## src/sv/comment_strip_entry_point_scanner_macros.svh

```systemverilog
// Assertion macros shared by the scanner RTL.
`ifndef COMMENT_STRIP_ENTRY_POINT_SCANNER_MACROS_SVH
`define COMMENT_STRIP_ENTRY_POINT_SCANNER_MACROS_SVH

// Same-cycle implication, clocked on i_clk, off during reset.
`define CSSC_ASSERT_NOW(label, ante, cons) \
    label: assert property (@(posedge i_clk) disable iff (!i_rst_n) (ante) |-> (cons)) \
        else $error("assertion failed");

// Next-cycle implication, clocked on i_clk, off during reset.
`define CSSC_ASSERT_NEXT(label, ante, cons) \
    label: assert property (@(posedge i_clk) disable iff (!i_rst_n) (ante) |=> (cons)) \
        else $error("assertion failed");

`endif

```

## src/sv/cssc_pkg.sv

```systemverilog
// Package: types, name tables and the per-byte scan step of the scanner.
`default_nettype none
package cssc_pkg;

    localparam int unsigned NAME_COUNT = 7;
    localparam int unsigned NAME_SLOTS = 16;

    localparam logic [7:0] CH_SLASH  = 8'h2F;
    localparam logic [7:0] CH_STAR   = 8'h2A;
    localparam logic [7:0] CH_NL     = 8'h0A;
    localparam logic [7:0] CH_SPACE  = 8'h20;
    localparam logic [7:0] CH_LPAREN = 8'h28;
    localparam logic [7:0] CH_NUL    = 8'h00;

    typedef enum logic [1:0] {
        MODE_NORMAL     = 2'd0,
        MODE_LINE       = 2'd1,
        MODE_BLOCK      = 2'd2,
        MODE_BLOCK_STAR = 2'd3
    } t_mode;

    typedef struct packed {
        logic                  prev_ident;
        logic [3:0]            tok_len;
        logic [NAME_COUNT-1:0] prefix;
        logic [NAME_COUNT-1:0] await_paren;
        logic [NAME_COUNT-1:0] found;
    } t_scan;

    localparam t_scan SCAN_RESET = '{
        prev_ident:  1'b0,
        tok_len:     4'd0,
        prefix:      {NAME_COUNT{1'b1}},
        await_paren: {NAME_COUNT{1'b0}},
        found:       {NAME_COUNT{1'b0}}
    };

    // Entry names, NUL padded to 16 so a token position always indexes in range.
    localparam logic [7:0] NAME_TEXT [NAME_COUNT][NAME_SLOTS] = '{
        '{"V","S","M","a","i","n",CH_NUL,CH_NUL,CH_NUL,CH_NUL,CH_NUL,CH_NUL,CH_NUL,
          CH_NUL,CH_NUL,CH_NUL},
        '{"P","S","M","a","i","n",CH_NUL,CH_NUL,CH_NUL,CH_NUL,CH_NUL,CH_NUL,CH_NUL,
          CH_NUL,CH_NUL,CH_NUL},
        '{"V","S","S","k","i","n","n","e","d","M","a","i","n",CH_NUL,CH_NUL,CH_NUL},
        '{"P","S","S","k","i","n","n","e","d","M","a","i","n",CH_NUL,CH_NUL,CH_NUL},
        '{"H","S","M","a","i","n",CH_NUL,CH_NUL,CH_NUL,CH_NUL,CH_NUL,CH_NUL,CH_NUL,
          CH_NUL,CH_NUL,CH_NUL},
        '{"D","S","M","a","i","n",CH_NUL,CH_NUL,CH_NUL,CH_NUL,CH_NUL,CH_NUL,CH_NUL,
          CH_NUL,CH_NUL,CH_NUL},
        '{"C","S","M","a","i","n",CH_NUL,CH_NUL,CH_NUL,CH_NUL,CH_NUL,CH_NUL,CH_NUL,
          CH_NUL,CH_NUL,CH_NUL}
    };

    localparam logic [3:0] NAME_LEN [NAME_COUNT] = '{
        4'd6, 4'd6, 4'd13, 4'd13, 4'd6, 4'd6, 4'd6
    };

    function automatic logic is_ident(logic [7:0] c);
        return (c >= "a" && c <= "z") || (c >= "A" && c <= "Z") ||
               (c >= "0" && c <= "9") || (c == "_");
    endfunction

    function automatic logic is_space(logic [7:0] c);
        return (c == CH_SPACE) || (c >= 8'd9 && c <= 8'd13);
    endfunction

    // One byte of the blanked stream through the token matcher.
    function automatic t_scan scan_step(t_scan s, logic [7:0] c);
        t_scan r;
        r = s;
        if (is_ident(c)) begin
            if (!s.prev_ident) begin
                r.tok_len = 4'd0;
                r.prefix  = {NAME_COUNT{1'b1}};
            end
            // padding is NUL, never an identifier byte, so overlong tokens drop out
            for (int i = 0; i < NAME_COUNT; i++) begin
                if (NAME_TEXT[i][r.tok_len] != c) begin
                    r.prefix[i] = 1'b0;
                end
            end
            if (r.tok_len != 4'hF) begin
                r.tok_len = r.tok_len + 4'd1;
            end
            r.await_paren = '0;
            r.prev_ident  = 1'b1;
        end else begin
            if (s.prev_ident) begin
                for (int i = 0; i < NAME_COUNT; i++) begin
                    if (s.prefix[i] && (s.tok_len == NAME_LEN[i])) begin
                        r.await_paren[i] = 1'b1;
                    end
                end
            end
            if (c == CH_LPAREN) begin
                r.found       = r.found | r.await_paren;
                r.await_paren = '0;
            end else if (!is_space(c)) begin
                r.await_paren = '0;
            end
            r.prev_ident = 1'b0;
        end
        return r;
    endfunction

endpackage
`default_nettype wire

```

## src/sv/cssc_ifs.sv

```systemverilog
// Valid/ready channel interfaces for the source bytes and the found-flag report.
`default_nettype none
interface cssc_in_if;
    logic       valid;
    logic       ready;
    logic [7:0] text_byte;
    logic       is_last;

    modport source (output valid, output text_byte, output is_last, input ready);
    modport sink (input valid, input text_byte, input is_last, output ready);
endinterface

interface cssc_out_if;
    logic valid;
    logic ready;
    logic has_vertex;
    logic has_pixel;
    logic has_skinned_vertex;
    logic has_skinned_pixel;
    logic has_hull;
    logic has_domain;
    logic has_compute;

    modport source (
        output valid, output has_vertex, output has_pixel, output has_skinned_vertex,
        output has_skinned_pixel, output has_hull, output has_domain,
        output has_compute, input ready
    );
    modport sink (
        input valid, input has_vertex, input has_pixel, input has_skinned_vertex,
        input has_skinned_pixel, input has_hull, input has_domain,
        input has_compute, output ready
    );
endinterface
`default_nettype wire

```

## src/sv/comment_strip_entry_point_scanner.sv

```systemverilog
// Comment-stripping entry-point scanner: top level.
//
// i_in carries source text, one byte per request (text_byte, is_last).
// Comments are blanked on the fly (line comments up to the newline, block
// comments keep their newlines, "/*/" is a whole comment) and the blanked
// stream is matched against seven entry names followed by optional
// whitespace and '('. The request whose is_last is set closes the text:
// a held trailing slash is scanned, one report request with the seven
// found flags goes out on o_out, and the scan state returns to reset so
// the next byte starts a new text. Other bytes produce no report.
// A byte passes the input register, then the state and report registers,
// the latter driving o_out. Throughput is one byte per cycle unless a last
// byte waits on a stalled report, set by the single byte register feeding
// one pass of the stripper plus up to three chained scan steps into both.
// When o_out stalls, the held report stays put; following non-last bytes
// keep flowing, and only a second last byte waits in the input register
// until the report is taken, which then backpressures i_in.
// Reset (i_rst_n low, synchronous) empties both registers and sets the
// stripper to normal text with all match state cleared.
`default_nettype none
module comment_strip_entry_point_scanner
    import cssc_pkg::*;
(
    input  wire         i_clk,
    input  wire         i_rst_n,
    cssc_in_if.sink     i_in,
    cssc_out_if.source  o_out
);

    // input register
    logic       r_in_valid;
    logic [7:0] r_in_byte;
    logic       r_in_last;

    // stripper and scanner state
    t_mode r_mode, n_mode;
    logic  r_slash, n_slash;
    t_scan r_scan, n_scan;

    // report register
    logic                  r_out_valid;
    logic [NAME_COUNT-1:0] r_out_flags;

    logic       proc;
    logic       emit1, emit2, emit3;
    logic [7:0] ch1, ch2;
    t_scan      scan_a, scan_b;

    // a non-last byte never waits; a last byte needs the report slot free
    assign proc       = r_in_valid && (!r_in_last || !r_out_valid || o_out.ready);
    assign i_in.ready = !r_in_valid || proc;

    always_ff @(posedge i_clk) begin
        if (!i_rst_n) begin
            r_in_valid <= 1'b0;
        end else if (i_in.ready) begin
            r_in_valid <= i_in.valid;
        end
        if (i_in.ready && i_in.valid) begin
            r_in_byte <= i_in.text_byte;
            r_in_last <= i_in.is_last;
        end
    end

    // Stripper: each source byte yields up to two bytes for the scanner.
    always_comb begin
        n_mode  = r_mode;
        n_slash = r_slash;
        emit1   = 1'b0;
        emit2   = 1'b0;
        ch1     = CH_SPACE;
        ch2     = CH_SPACE;
        unique case (r_mode)
            MODE_NORMAL: begin
                if (r_slash) begin
                    n_slash = 1'b0;
                    emit1   = 1'b1;
                    emit2   = 1'b1;
                    if (r_in_byte == CH_SLASH) begin
                        n_mode = MODE_LINE;
                    end else if (r_in_byte == CH_STAR) begin
                        n_mode = MODE_BLOCK_STAR;  // opener star may close it
                    end else begin
                        ch1 = CH_SLASH;
                        ch2 = r_in_byte;
                    end
                end else if (r_in_byte == CH_SLASH) begin
                    n_slash = 1'b1;
                end else begin
                    emit1 = 1'b1;
                    ch1   = r_in_byte;
                end
            end
            MODE_LINE: begin
                emit1 = 1'b1;
                if (r_in_byte == CH_NL) begin
                    ch1    = CH_NL;
                    n_mode = MODE_NORMAL;
                end
            end
            MODE_BLOCK: begin
                emit1 = 1'b1;
                if (r_in_byte == CH_NL) begin
                    ch1 = CH_NL;
                end
                if (r_in_byte == CH_STAR) begin
                    n_mode = MODE_BLOCK_STAR;
                end
            end
            MODE_BLOCK_STAR: begin
                emit1 = 1'b1;
                if (r_in_byte == CH_SLASH) begin
                    n_mode = MODE_NORMAL;
                end else if (r_in_byte != CH_STAR) begin
                    if (r_in_byte == CH_NL) begin
                        ch1 = CH_NL;
                    end
                    n_mode = MODE_BLOCK;
                end
            end
        endcase

        // flush of a slash still held at end of text
        emit3  = r_in_last && n_slash;
        scan_a = emit1 ? scan_step(r_scan, ch1) : r_scan;
        scan_b = emit2 ? scan_step(scan_a, ch2) : scan_a;
        n_scan = emit3 ? scan_step(scan_b, CH_SLASH) : scan_b;
    end

    always_ff @(posedge i_clk) begin
        if (!i_rst_n) begin
            r_mode  <= MODE_NORMAL;
            r_slash <= 1'b0;
            r_scan  <= SCAN_RESET;
        end else if (proc) begin
            if (r_in_last) begin
                r_mode  <= MODE_NORMAL;
                r_slash <= 1'b0;
                r_scan  <= SCAN_RESET;
            end else begin
                r_mode  <= n_mode;
                r_slash <= n_slash;
                r_scan  <= n_scan;
            end
        end
    end

    always_ff @(posedge i_clk) begin
        if (!i_rst_n) begin
            r_out_valid <= 1'b0;
        end else if (proc && r_in_last) begin
            r_out_valid <= 1'b1;
        end else if (o_out.ready) begin
            r_out_valid <= 1'b0;
        end
        if (proc && r_in_last) begin
            r_out_flags <= n_scan.found;
        end
    end

    assign o_out.valid              = r_out_valid;
    assign o_out.has_vertex         = r_out_flags[0];
    assign o_out.has_pixel          = r_out_flags[1];
    assign o_out.has_skinned_vertex = r_out_flags[2];
    assign o_out.has_skinned_pixel  = r_out_flags[3];
    assign o_out.has_hull           = r_out_flags[4];
    assign o_out.has_domain         = r_out_flags[5];
    assign o_out.has_compute        = r_out_flags[6];

`include "comment_strip_entry_point_scanner_macros.svh"

    `CSSC_ASSERT_NEXT(a_end_clears_state, proc && r_in_last,
        r_mode == MODE_NORMAL && !r_slash && r_scan.found == '0 && !r_scan.prev_ident)
    `CSSC_ASSERT_NOW(a_plain_byte_no_stall, r_in_valid && !r_in_last, proc)
    `CSSC_ASSERT_NEXT(a_report_held, r_out_valid && !o_out.ready, r_out_valid)
    `CSSC_ASSERT_NEXT(a_report_only_at_end, !r_out_valid && !(proc && r_in_last),
        !r_out_valid)

endmodule
`default_nettype wire

```

## src/flat_wrapper.sv

```systemverilog
// flat-port wrapper written by rule: the top's interface ports become plain ports
module comment_strip_entry_point_scanner_flat import cssc_pkg::*;
  (i_clk, i_rst_n, i_in_valid, i_in_text_byte, i_in_is_last, i_in_ready, o_out_valid, o_out_has_vertex, o_out_has_pixel, o_out_has_skinned_vertex, o_out_has_skinned_pixel, o_out_has_hull, o_out_has_domain, o_out_has_compute, o_out_ready);
  cssc_in_if i_in_i ();
  cssc_out_if o_out_i ();
  input  wire i_clk;
  input  wire i_rst_n;
  input wire logic [$bits(i_in_i.valid)-1:0] i_in_valid;
  input wire logic [$bits(i_in_i.text_byte)-1:0] i_in_text_byte;
  input wire logic [$bits(i_in_i.is_last)-1:0] i_in_is_last;
  output wire logic [$bits(i_in_i.ready)-1:0] i_in_ready;
  output wire logic [$bits(o_out_i.valid)-1:0] o_out_valid;
  output wire logic [$bits(o_out_i.has_vertex)-1:0] o_out_has_vertex;
  output wire logic [$bits(o_out_i.has_pixel)-1:0] o_out_has_pixel;
  output wire logic [$bits(o_out_i.has_skinned_vertex)-1:0] o_out_has_skinned_vertex;
  output wire logic [$bits(o_out_i.has_skinned_pixel)-1:0] o_out_has_skinned_pixel;
  output wire logic [$bits(o_out_i.has_hull)-1:0] o_out_has_hull;
  output wire logic [$bits(o_out_i.has_domain)-1:0] o_out_has_domain;
  output wire logic [$bits(o_out_i.has_compute)-1:0] o_out_has_compute;
  input wire logic [$bits(o_out_i.ready)-1:0] o_out_ready;
  assign i_in_i.valid = i_in_valid;
  assign i_in_i.text_byte = i_in_text_byte;
  assign i_in_i.is_last = i_in_is_last;
  assign i_in_ready = i_in_i.ready;
  assign o_out_valid = o_out_i.valid;
  assign o_out_has_vertex = o_out_i.has_vertex;
  assign o_out_has_pixel = o_out_i.has_pixel;
  assign o_out_has_skinned_vertex = o_out_i.has_skinned_vertex;
  assign o_out_has_skinned_pixel = o_out_i.has_skinned_pixel;
  assign o_out_has_hull = o_out_i.has_hull;
  assign o_out_has_domain = o_out_i.has_domain;
  assign o_out_has_compute = o_out_i.has_compute;
  assign o_out_i.ready = o_out_ready;
  comment_strip_entry_point_scanner u_core (.i_clk(i_clk), .i_rst_n(i_rst_n), .i_in(i_in_i), .o_out(o_out_i));
endmodule
```

## config.mk

```make
export PLATFORM = sky130hd
export DESIGN_NAME = comment_strip_entry_point_scanner_flat
export DESIGN_NICKNAME = d
export VERILOG_FILES = /design/src/sv/cssc_pkg.sv /design/src/sv/cssc_ifs.sv /design/src/sv/comment_strip_entry_point_scanner.sv /design/src/flat_wrapper.sv
export VERILOG_INCLUDE_DIRS = /design/src /design/src/sv
export SDC_FILE = /design/constraint.sdc
export NUM_CORES = 1
export LEC_CHECK = 0
export BUFFER_PORTS_ARGS = -buffer_cell sky130_fd_sc_hd__buf_2
export CAP_MARGIN = 5
export CORE_MARGIN = 2
export CORE_UTILIZATION = 57
export CTS_CLUSTER_SIZE = 12
export DETAILED_ROUTE_END_ITERATION = 10
export GPL_ROUTABILITY_DRIVEN = 0
export PLACE_DENSITY_LB_ADDON = 0.08
export SYNTH_ARGS = -nofsm -noshare
export SYNTH_HDL_FRONTEND = slang
export SYNTH_SLANG_ARGS = --single-unit
```

## constraint.sdc

```tcl
create_clock -name i_clk -period 5.94 [get_ports i_clk]
set_clock_uncertainty 0.05 [all_clocks]
set_input_delay 1.188 -clock i_clk [delete_from_list [all_inputs] [get_ports i_clk]]
set_output_delay 1.188 -clock i_clk [all_outputs]
set_load 0.01 [all_outputs]
```

== Word level (Yosys, flattened, before mapping) ==
Memory sizes are Yosys's and may differ from the RTL's.
Index checks and enable logic that the tools add are counted.
Storage, ports and cells
  flip-flop bits (word level): 47
  bits in read-only memories: 1792
  input port bits: 13
  output and inout bits: 9
  memories kept: 14
Memory list
  (no name shown): words 16, bits a word 8, rd ports 1, clocked after Yosys merged registers in 0, wr ports 0, RTL line cssc_pkg.sv:78  | if (NAME_TEXT[i][r.tok_len] != c) begin
  (no name shown): words 16, bits a word 8, rd ports 1, clocked after Yosys merged registers in 0, wr ports 0, RTL line cssc_pkg.sv:78
  (no name shown): words 16, bits a word 8, rd ports 1, clocked after Yosys merged registers in 0, wr ports 0, RTL line cssc_pkg.sv:78
  (no name shown): words 16, bits a word 8, rd ports 1, clocked after Yosys merged registers in 0, wr ports 0, RTL line cssc_pkg.sv:78
  (no name shown): words 16, bits a word 8, rd ports 1, clocked after Yosys merged registers in 0, wr ports 0, RTL line cssc_pkg.sv:78
  (no name shown): words 16, bits a word 8, rd ports 1, clocked after Yosys merged registers in 0, wr ports 0, RTL line cssc_pkg.sv:78
  8 more memories
Cells by class
  $add $sub $neg: 2
  $lt $le $gt $ge: 18
  equal/unequal tests: 36
  muxes and demuxes: 115
  bitwise logic cells: 4
  reduce and logical (&&, ||, !) cells: 45
Operator list (number)
  2-to-1 mux 8 bit: 37
  != test 8 bit: 14
  2-to-1 mux 26 bit: 4
  2-to-1 mux 7 bit: 14
  2-to-1 mux 11 bit: 6
  equality test 8 x 6 -> 1 bit (second input constant): 6
  2-to-1 mux 1 bit: 40
  >= comparator 8 x 7 -> 1 bit (second input constant): 4
  <= comparator 8 x 7 -> 1 bit (second input constant): 4
  logical AND 1 bit: 26
  case mux 8 bit (3 select lines): 1
  equality test 8 x 7 -> 1 bit (second input constant): 2
  >= comparator 8 x 4 -> 1 bit (second input constant): 2
  >= comparator 8 x 6 -> 1 bit (second input constant): 2
  <= comparator 8 x 4 -> 1 bit (second input constant): 2
  <= comparator 8 x 6 -> 1 bit (second input constant): 2
  2-to-1 mux 2 bit: 7
  bitwise OR 7 bit: 2
  2-to-1 mux 4 bit: 3
  logical OR 1 bit: 11
  >= comparator 5 bit (second input constant): 2
  NOT 4 -> 5 bit: 2
  adder 4 x 1 -> 4 bit (second input constant): 2
  equality test 4 x 3 -> 1 bit (second input constant): 2
  other kinds (17): 23

== Longest topological paths before layout ==
Gate-level depths: netlist of the first run.
  depth in word-level cells: 31
  depth in mapped cells: 18
  mapped depth without buffers: 16

== Least setup slack after synthesis of the first run ==
No wires, ideal clock.
  kind: register to register
  start: reg u_core.r_in_byte[4]
  end: reg u_core.r_scan[16] (netlist name)
  library setup time: 0.059 ns
  arrival: 3.866 ns
  required time: 5.831 ns
  path slack: 1.965 ns
  cell stages (with the launch flop): 16
  path buffers: 2
  cells stage by stage: edfxtp_1 > buf_6 > or4b_4 > a2111o_1 > o21ai_2 > o221ai_2 > and3_1 > buf_6 > a21oi_1 > inv_1 > ha_1 > or4_1 > o311ai_1 > o2111ai_1 > and4bb_1 > a41o_1
On the way
  word-level cells in the longest chain between the ends: 24
  elaborated cells between the ends (all ways): 62
  classes of those cells: order compare: 12; eq/ne: 8; mux: 28; bitwise: 1; reduce/logical: 12; memory: 1
RTL lines
  from (decl): RTL line comment_strip_entry_point_scanner.sv:32  | logic [7:0] r_in_byte;
  from (signal assigned): RTL line comment_strip_entry_point_scanner.sv:60  | r_in_byte <= i_in.text_byte;
  equality test 8 x 6 -> 1 bit / equality test 8 x 4 -> 1 bit (equally long branches)
  2-to-1 mux 4 bit / 2-to-1 mux 6 bit (equally long branches)
  2-to-1 mux 8 bit, on equally long branches: RTL line comment_strip_entry_point_scanner.sv:79, comment_strip_entry_point_scanner.sv:114
  2-to-1 mux 8 bit, on equally long branches: RTL line comment_strip_entry_point_scanner.sv:75, comment_strip_entry_point_scanner.sv:112
  case mux 8 bit (3 select lines): RTL line comment_strip_entry_point_scanner.sv:73  | unique case (r_mode)
  >= comparator 8 x 7 -> 1 bit / <= comparator 8 x 7 -> 1 bit (equally long branches): RTL line cssc_pkg.sv:59  | return (c >= "a" && c <= "z") || (c >= "A" && c <= "Z") ||
  logical AND 1 bit: RTL line cssc_pkg.sv:59
  logical OR 1 bit (2 in series): RTL line cssc_pkg.sv:59
  [6 not listed]
  memory (16 x 8 bit)
  2-to-1 mux 8 bit (not written as such) (2 in series): RTL line cssc_pkg.sv:78
  != test 8 bit: RTL line cssc_pkg.sv:78
  2-to-1 mux 1 bit: RTL line cssc_pkg.sv:78
  2-to-1 mux 11 bit: RTL line cssc_pkg.sv:71  | if (is_ident(c)) begin
  2-to-1 mux 26 bit (*): RTL line comment_strip_entry_point_scanner.sv:126  | scan_b = emit2 ? scan_step(scan_a, ch2) : scan_a;
  2-to-1 mux 26 bit (*): RTL line comment_strip_entry_point_scanner.sv:127  | n_scan = emit3 ? scan_step(scan_b, CH_SLASH) : scan_b;
  2-to-1 mux 26 bit (*): RTL line comment_strip_entry_point_scanner.sv:136  | if (r_in_last) begin
  to (signal assigned): RTL line comment_strip_entry_point_scanner.sv:143  | r_scan <= n_scan;
  to (decl): RTL line comment_strip_entry_point_scanner.sv:38  | t_scan r_scan, n_scan;
Every way passes the cells marked *; elsewhere a longest branch is shown, timed or not. The select of a mux whose other input is x is not followed.
A chain may end at the register's enable or synchronous reset.

== Worst setup path after layout of the first run ==
  start: reg u_core.r_mode[0]
  end: reg u_core.r_scan[16] (netlist name)
On the way
  word-level cells in the longest chain between the ends: 22
  elaborated cells between the ends (all ways): 53
  classes of those cells: order compare: 12; eq/ne: 7; mux: 17; bitwise: 1; reduce/logical: 15; memory: 1
RTL lines
  from (decl): RTL line comment_strip_entry_point_scanner.sv:36  | t_mode r_mode, n_mode;
  from (signal assigned): RTL line comment_strip_entry_point_scanner.sv:141  | r_mode <= n_mode;
  equality test 2 x 1 -> 1 bit / equality test 2 bit (equally long branches): RTL line comment_strip_entry_point_scanner.sv:73
  OR reduction 2 bit (no line)
  case mux 8 bit (3 select lines): RTL line comment_strip_entry_point_scanner.sv:73
  >= comparator 8 x 7 -> 1 bit / <= comparator 8 x 7 -> 1 bit (equally long branches): RTL line cssc_pkg.sv:59
  logical AND 1 bit: RTL line cssc_pkg.sv:59
  logical OR 1 bit (2 in series): RTL line cssc_pkg.sv:59
  logical OR 1 bit: RTL line cssc_pkg.sv:60  | (c >= "0" && c <= "9") || (c == "_");
  2-to-1 mux 11 bit / 2-to-1 mux 1 bit (equally long branches): RTL line cssc_pkg.sv:71
  [4 not listed]
  memory (16 x 8 bit)
  2-to-1 mux 8 bit (not written as such) (2 in series): RTL line cssc_pkg.sv:78
  != test 8 bit: RTL line cssc_pkg.sv:78
  2-to-1 mux 1 bit: RTL line cssc_pkg.sv:78
  2-to-1 mux 11 bit: RTL line cssc_pkg.sv:71
  2-to-1 mux 26 bit (*): RTL line comment_strip_entry_point_scanner.sv:126
  2-to-1 mux 26 bit (*): RTL line comment_strip_entry_point_scanner.sv:127
  2-to-1 mux 26 bit (*): RTL line comment_strip_entry_point_scanner.sv:136
Marked as above.

==> results.md, run 1 <==
* P_leak at 1.87 nW
* I/O pins at 22
* Post-synth top area share at 13.3%
* Critical path endpoint category: register
* Status: finished clean
* Root buf cell: clkbuf_8
* Synth unique cells at 80
* WP data required at 6.15 ns
* Top_reg_cell synth: dfxtp_1
* WS Path Type: register to register
* TNS Setup at 0 ns
* Slowest cell delay on critical path at 0.56 ns
* Commonest cells post-synth: nand2_1 (72), nor2_1 (53), a21oi_1 (49), clkbuf_1 (34), o21ai_0 (32)
* Min Tclk post-route at 4.73 ns
* Mapped Nets at 654
* Cell type contributing the most total cell area after synthesis: dfxtp_1
* Post-CTS setup buffers at 0
* Placed cells at 702
* Most common cell in the synthesized netlist: nand2_1
* Post-synthesis register bit count at 47
* Reg2Reg Depth at 15
* Total vias in the final route at 4907
* Crit path DAT at 4.94 ns
* Mapped Cells at 618
* Final worst path period share at 79.6%
* Final Slew Violations at 0
* Drc violations at 0
* Hold_buf cts at 0
* Vias in the first global route at 4427
* WHS Path Cells at 1
* CTS buffer count at 5
* Worst-path clk slew at 0.10 ns
* Max Fclk at 0.211 GHz
* # nets final at 643
* Cell Count, Final, Fillers Out at 710
* Largest net degree at the start of global routing at 22
* Die width at 94.4 µm
* Share of cells above drive strength 1 at 8.06%
* Crit start category: register
* Worst-Margin Slew at 1.17 ns
* CP Max Fanout at 10
* Initial antenna violation count at 0
* CTS H-tree depth at 2
* Worst-Skew Late Latency at 0.31 ns
* RSZ-0062 raised after global routing: false
* Core area at 7810 µm²
* # setup viols final at 0
* Number of synthesis warnings at 0
* Mapped cell area at 4660 µm²
* CP Cell Sequence: inv_1, ha_1, nor2b_1, nand2_1, a211oi_1, o221ai_2, and3_1, a21oi_1, inv_1, ha_1, or4_1, o311ai_1, o2111ai_1, and4bb_1, a41o_1
* Async set or reset register ratio after synthesis at 0%
* Num rows at 32
* Fill cells at 724
* Final Hold Fails at 0
* DRT Pass-1 Iters at 7
* Total wire length at 14.1 mm
* DRT antenna net count at 0
* Antenna Cells at 0
* Wire length per cell at 19.8 µm
* Rel. slew slack at 21.6%
* CTS Sinks at 47
* Post-cts sizing count at 0
* CTS tree: yes
* Top post-synthesis cells by area: dfxtp_1 (13%), edfxtp_1 (10%), ha_1 (6.2%)
* 1st-iter DRT viols at 450
* Gr usage total at 32.6%
* Post-synth EDFFs at 16
* Die H at 94.4 µm
* Min-Delay Path Class: register to register
* Mean Syn Cell Area at 7.54 µm²
* Max clock buf depth at 2
* Area grow syn2layout at 3.46%
* Maximum VDD drop at 0.0974 mV
* Initial Util at 59.7%
* Final HPWL DP at 10.5 mm
* Vias per Instance at 6.91
* Max-cap violations at 0
* First-pass GRT wire length at 22.9 mm
* Full die area at 8920 µm²
* Register area share after synthesis at 23.6%
* Critical Path Slowest Stage Cell: or4_1
* GRT overflow at 0
* PortBufs at 21
* Pwr per Cell Area at 140 nW/µm²
[flip-flops by register name, summed over array words and instances, names as in the netlist]
| name | flops |
|---|---|
| u_core.r_out_flags | 7 |
| u_core.r_scan | 26 |
| u_core.r_mode | 2 |
| u_core.r_in_last | 1 |
| u_core.r_slash | 1 |
| u_core.o_out.valid | 1 |
| u_core.r_in_valid | 1 |
| u_core.r_in_byte | 8 |
[cell usage in the layout, fill, tap and decap left out, drive strengths merged, types with 5 or more instances in the layout]
cell / instances
a211oi: 8
a21boi: 5
a21o: 13
a21oi: 49
a22o: 6
a22oi: 9
a31oi: 20
a41o: 6
and2: 9
and3: 8
buf: 23
clkbuf: 5
dfxtp: 31
edfxtp: 16
ha: 23
inv: 17
mux2i: 7
nand2: 72
nand2b: 7
nand3: 24
nand4: 10
nor2: 53
nor2b: 14
nor3: 17
o211ai: 5
o21a: 5
o21ai: 38
o31ai: 10
or2: 6
xnor2: 11
xor2: 9
[through the flow]
step	hold WS [ns]	util [%]	power [mW]	setup slack [ns]	area [µm²]
after floorplan	0.393	-	0.448	1.96	4660
after global placement	0.411	60.6	0.474	1.53	4730
after detailed placement	0.409	60.6	0.476	1.35	4730
after CTS	0.436	61.8	0.675	1.32	4820
after global routing	0.449	61.8	0.702	0.860	4820
final	0.438	61.8	0.676	1.21	4820
[worst max-delay path, delay by kind of cell, from the launching register on]
kind                     cells  cell delay [ns]
AO/OA/AOI/OAI                6             1.40
flip-flops                   1             0.35
buffers and inverters        2             0.31
AND/OR/NAND/NOR              5             1.81
adder cells (fa/ha/maj)      2             0.78
[power breakdown]
part	switching, mW	total [mW]	internal (mW)	leakage, nW
registers	0.0181	0.357	0.339	0.414
logic	0.0753	0.116	0.0409	1.41
clock network	0.120	0.203	0.0827	0.0461
[cell type report]
type	instances	area (µm²)	share of cell area [%]
Inverter	18	67.6	1.40
Multi-Input combinational cell	512	3320	68.8
Timing Repair Buffer	23	120	2.49
Tap cell	102	128	2.65
Sequential cell	47	1100	22.8
Clock inverter	3	18.8	0.389
Clock buffer	5	68.8	1.43
[logic make-up after synthesis]
logic type,share of synthesized area (%)
AOI/OAI and AO/OA,32.8
xor gates and xnor gates,3.76
adders and majority gates,6.17
buffers and inverters,5.18
DFF,23.6
muxes,2.47
and+or+nand+nor,26.0
[path summary, 6_finish.rpt]
check | startpoint | slack, ns | endpoint
setup / recovery | u_core.r_mode[0] | 1.21 | u_core.r_scan[16]
hold / removal | u_core.r_scan[1] | 0.44 | u_core.r_scan[1]
setup reg to reg | u_core.r_mode[0] | 1.21 | u_core.r_scan[16]
hold reg to reg | u_core.r_scan[1] | 0.44 | u_core.r_scan[1]
[per-layer routing]
layer  share of wire [%]  global-route usage [%]  vias up
li1                    -                       -     2301
met1                  43                    46.2     2281
met2                  44                    49.9      294
met3                  11                    6.70       31
met4                 2.5                    10.1        0
met5                   0                       0        -
Note: power is estimated with default switching activity, not from simulation.
==> inputs of run 2 (changes only) <==
==> constraint.sdc (replaced) <==
create_clock -name i_clk -period 4.38 [get_ports i_clk]
set_clock_uncertainty 0.05 [all_clocks]
set_input_delay 0.876 -clock i_clk [delete_from_list [all_inputs] [get_ports i_clk]]
set_output_delay 0.876 -clock i_clk [all_outputs]
set_load 0.01 [all_outputs]
==> run 2 against run 1 <==
Clock power up 36%. Worst setup slack worse by 1.0 ns. Utilization up 2.8 points. Power up 38%. Global-route usage up 0.91 points. Design area up 4.5%. First-iteration DRC count up 20%. Via count up 3.7%. Critical path depth unchanged. Critical path type unchanged.
==> results.md, run 2 (same netlist as run 1, synthesis figures left out) <==
* Most common cell after layout, fill and taps aside: nand2_1
* Number of flip-flops in the largest register at 26 (unchanged)
* Final worst path period share at 95.4% (+16 points)
* Num rows at 32 (unchanged)
* Combinational share of power at 20.1% (+2.9 points)
* Initial Util at 59.7% (unchanged)
* Final HPWL DP at 10.8 mm (+2.6%)
* WHS Path Cells at 1 (unchanged)
* Max Fclk at 0.239 GHz (+13%)
* Final Hold Fails at 0 (unchanged)
* Placement Cell Area at 4930 µm² (+4.1%)
* PortBufs at 21 (unchanged)
* # setup viols final at 0 (unchanged)
* Hold Path End: u_core.r_scan[3]
* Crit path DAT at 4.37 ns (-0.57 ns)
* Worst-path clk slew at 0.10 ns (about the same)
* Cell Count, Final, Fillers Out at 737 (+3.8%)
* Gr usage total at 33.5% (+0.91 points)
* Max clock buf depth at 2 (unchanged)
* Slowest cell delay on critical path at 0.47 ns (-0.09 ns)
* RSZ-0062 raised after global routing: false
* DRT antenna net count at 0 (unchanged)
* FF+latch area at 1100 µm² (unchanged)
* Fill cells at 695 (-4.0%)
* Antenna Cells at 0 (unchanged)
* Hold slack final at 0.441 ns (+0.00325 ns)
* Post-layout util at 64.5% (+2.8 points)
* Crit start category: register
* Min Tclk post-route at 4.18 ns (-0.551 ns)
* Die H at 94.4 µm (unchanged)
* Status: finished clean
* Drc violations at 0 (unchanged)
* Min-Delay Path Class: register to register
* WS Path Type: register to register
* Final Slew Violations at 0 (unchanged)
* Hold path startpoint: u_core.r_scan[3]
* Seq pwr share at 50.3% (-2.5 points)
* Wire length per cell at 19.7 µm (-0.67%)
* Commonest non-fill, non-tap cells in the layout: nand2_1 (72), nor2_1 (53), a21oi_1 (49)
* Vias per Instance at 6.90 (-0.13%)
* Critical Path Slowest Stage Cell: o41a_1
* Sw frac at 31.7% (+0.17 points)
* I/O pins at 22 (unchanged)
* Vias in the first global route at 4699 (+6.1%)
* CTS tree: yes
* First-pass GRT wire length at 23.6 mm (+2.7%)
* Pwr per Cell Area at 186 nW/µm² (+32%)
* Psw at 0.297 mW (+39%)
* Critical path endpoint category: register
* R2R setup slack at 0.20 ns (-1.01 ns)
* WP data required at 4.57 ns (-1.58 ns)
* Regs by FF count: u_core.r_scan (26), u_core.r_in_byte (8), u_core.r_out_flags (7)
* Die width at 94.4 µm (unchanged)
* Placed cells at 728 (+3.7%)
* Core area at 7810 µm² (unchanged)
* CTS H-tree depth at 2 (unchanged)
* Rel. slew slack at 34.4% (+13 points)
* Largest net degree at the start of global routing at 22 (unchanged)
* Initial antenna violation count at 0 (unchanged)
* Hold_buf cts at 0 (unchanged)
* GRT overflow at 0 (unchanged)
* Max-cap violations at 0 (unchanged)
* R2r startpoint: u_core.r_in_byte[4]
* Worst-Skew Late Latency at 0.32 ns (about the same)
* Total wire length at 14.5 mm (+3.1%)
* Maximum VDD drop at 0.139 mV (+43%)
* CTS Sinks at 47 (unchanged)
* TNS Setup at 0 ns (unchanged)
* 1st-iter DRT viols at 542 (+20%)
* Clock power share at 29.6% (-0.4 points)
* Area grow syn2layout at 8.08%
* Most flops, register: u_core.r_scan
* Reg2Reg Depth at 15 (unchanged)
* FF-to-FF End: u_core.r_scan[15]
* Full die area at 8920 µm² (unchanged)
* Most used cell, CP: inv_1
* Int Power at 0.638 mW (+38%)
* Final instance area at 5040 µm² (+4.5%)
* Area of the multi-input gates at 3330 µm² (+0.38%)
* Total vias in the final route at 5087 (+3.7%)
* CTS buffer count at 5 (unchanged)
* CP Max Fanout at 17 (+7)
* DRT Pass-1 Iters at 6 (-1)
* CP Cell Sequence: buf_4, nor3_2, nand2_1, o41a_1, o221ai_2, and3_2, a21oi_1, inv_1, ha_1, inv_1, a221oi_1, xor2_1, or2_2, nand4b_1, a31oi_1
* # nets final at 670 (+4.2%)
* Share of cells above drive strength 1 at 12.4% (+4.4 points)
* P_leak at 2.00 nW (+7.4%)
* Root buf cell: clkbuf_8
* Worst-Margin Slew at 0.979 ns (-0.188 ns)
[run 2: cell count changes in the layout (fill, tap and decap cells not counted), sizes merged]
| cell | delta |
|---|---|
| buf | +27 |
| clkinv | -1 |
| clkinvlp | +1 |
[run 2: timing repair]
action | 4_1_cts | 5_1_grt
buffers inserted | 0 | 1
setup endpoints to repair | 0 | 6
gates resized for setup | 0 | 3
[run 2: cell type report]
cell class                      instances  area share (%)
Multi-Input combinational cell        512            66.1
Sequential cell                        47            21.9
Timing Repair Buffer                   50            6.41
Tap cell                              102            2.53
Clock buffer                            5            1.37
Inverter                               18            1.34
Clock inverter                          3           0.373
[run 2: power groups by stage]
stage,sequential [mW],combinational [mW],clock [mW]
after global placement,0.480,0.175,0
after floorplan,0.476,0.132,0
final,0.470,0.188,0.277
after global routing,0.472,0.201,0.296
after CTS,0.470,0.179,0.280
after detailed placement,0.480,0.178,0
[run 2: worst max-delay path, delay by kind of cell (launching register included)]
family	cells	cell delay, ns
xor+xnor	1	0.15
fa+ha+maj	1	0.23
flops	1	0.40
compound gates	5	1.42
buf+inv	3	0.41
simple gates	5	1.40
[run 2: layer usage]
metal | GRT usage (%) | wire length, µm
met5 | 0 | 0
met4 | 14.7 | 566
met3 | 8.22 | 1560
met2 | 51.4 | 6300
met1 | 44.8 | 6060
[run 2: worst max path at each step]
stage	to	startpoint	cells past startpoint	slack [ns]
floorplan	u_core.r_scan[16]	u_core.r_in_byte[4]	15	0.40
global route	u_core.r_scan[16]	u_core.r_mode[0]	15	0.0006
CTS	u_core.r_scan[15]	u_core.r_in_byte[4]	15	0.21
global placement	u_core.r_scan[16]	u_core.r_mode[0]	15	0.36
finish	u_core.r_scan[15]	u_core.r_in_byte[4]	15	0.20
detailed placement	u_core.r_scan[15]	u_core.r_in_byte[4]	15	0.27
[run 2: stage by stage]
stage                     worst slack (ns)  power (mW)
after floorplan                      0.405       0.608
after global placement               0.357       0.655
after detailed placement             0.265       0.658
after CTS                            0.212       0.929
after global routing              0.000598       0.969
final                                0.202       0.935
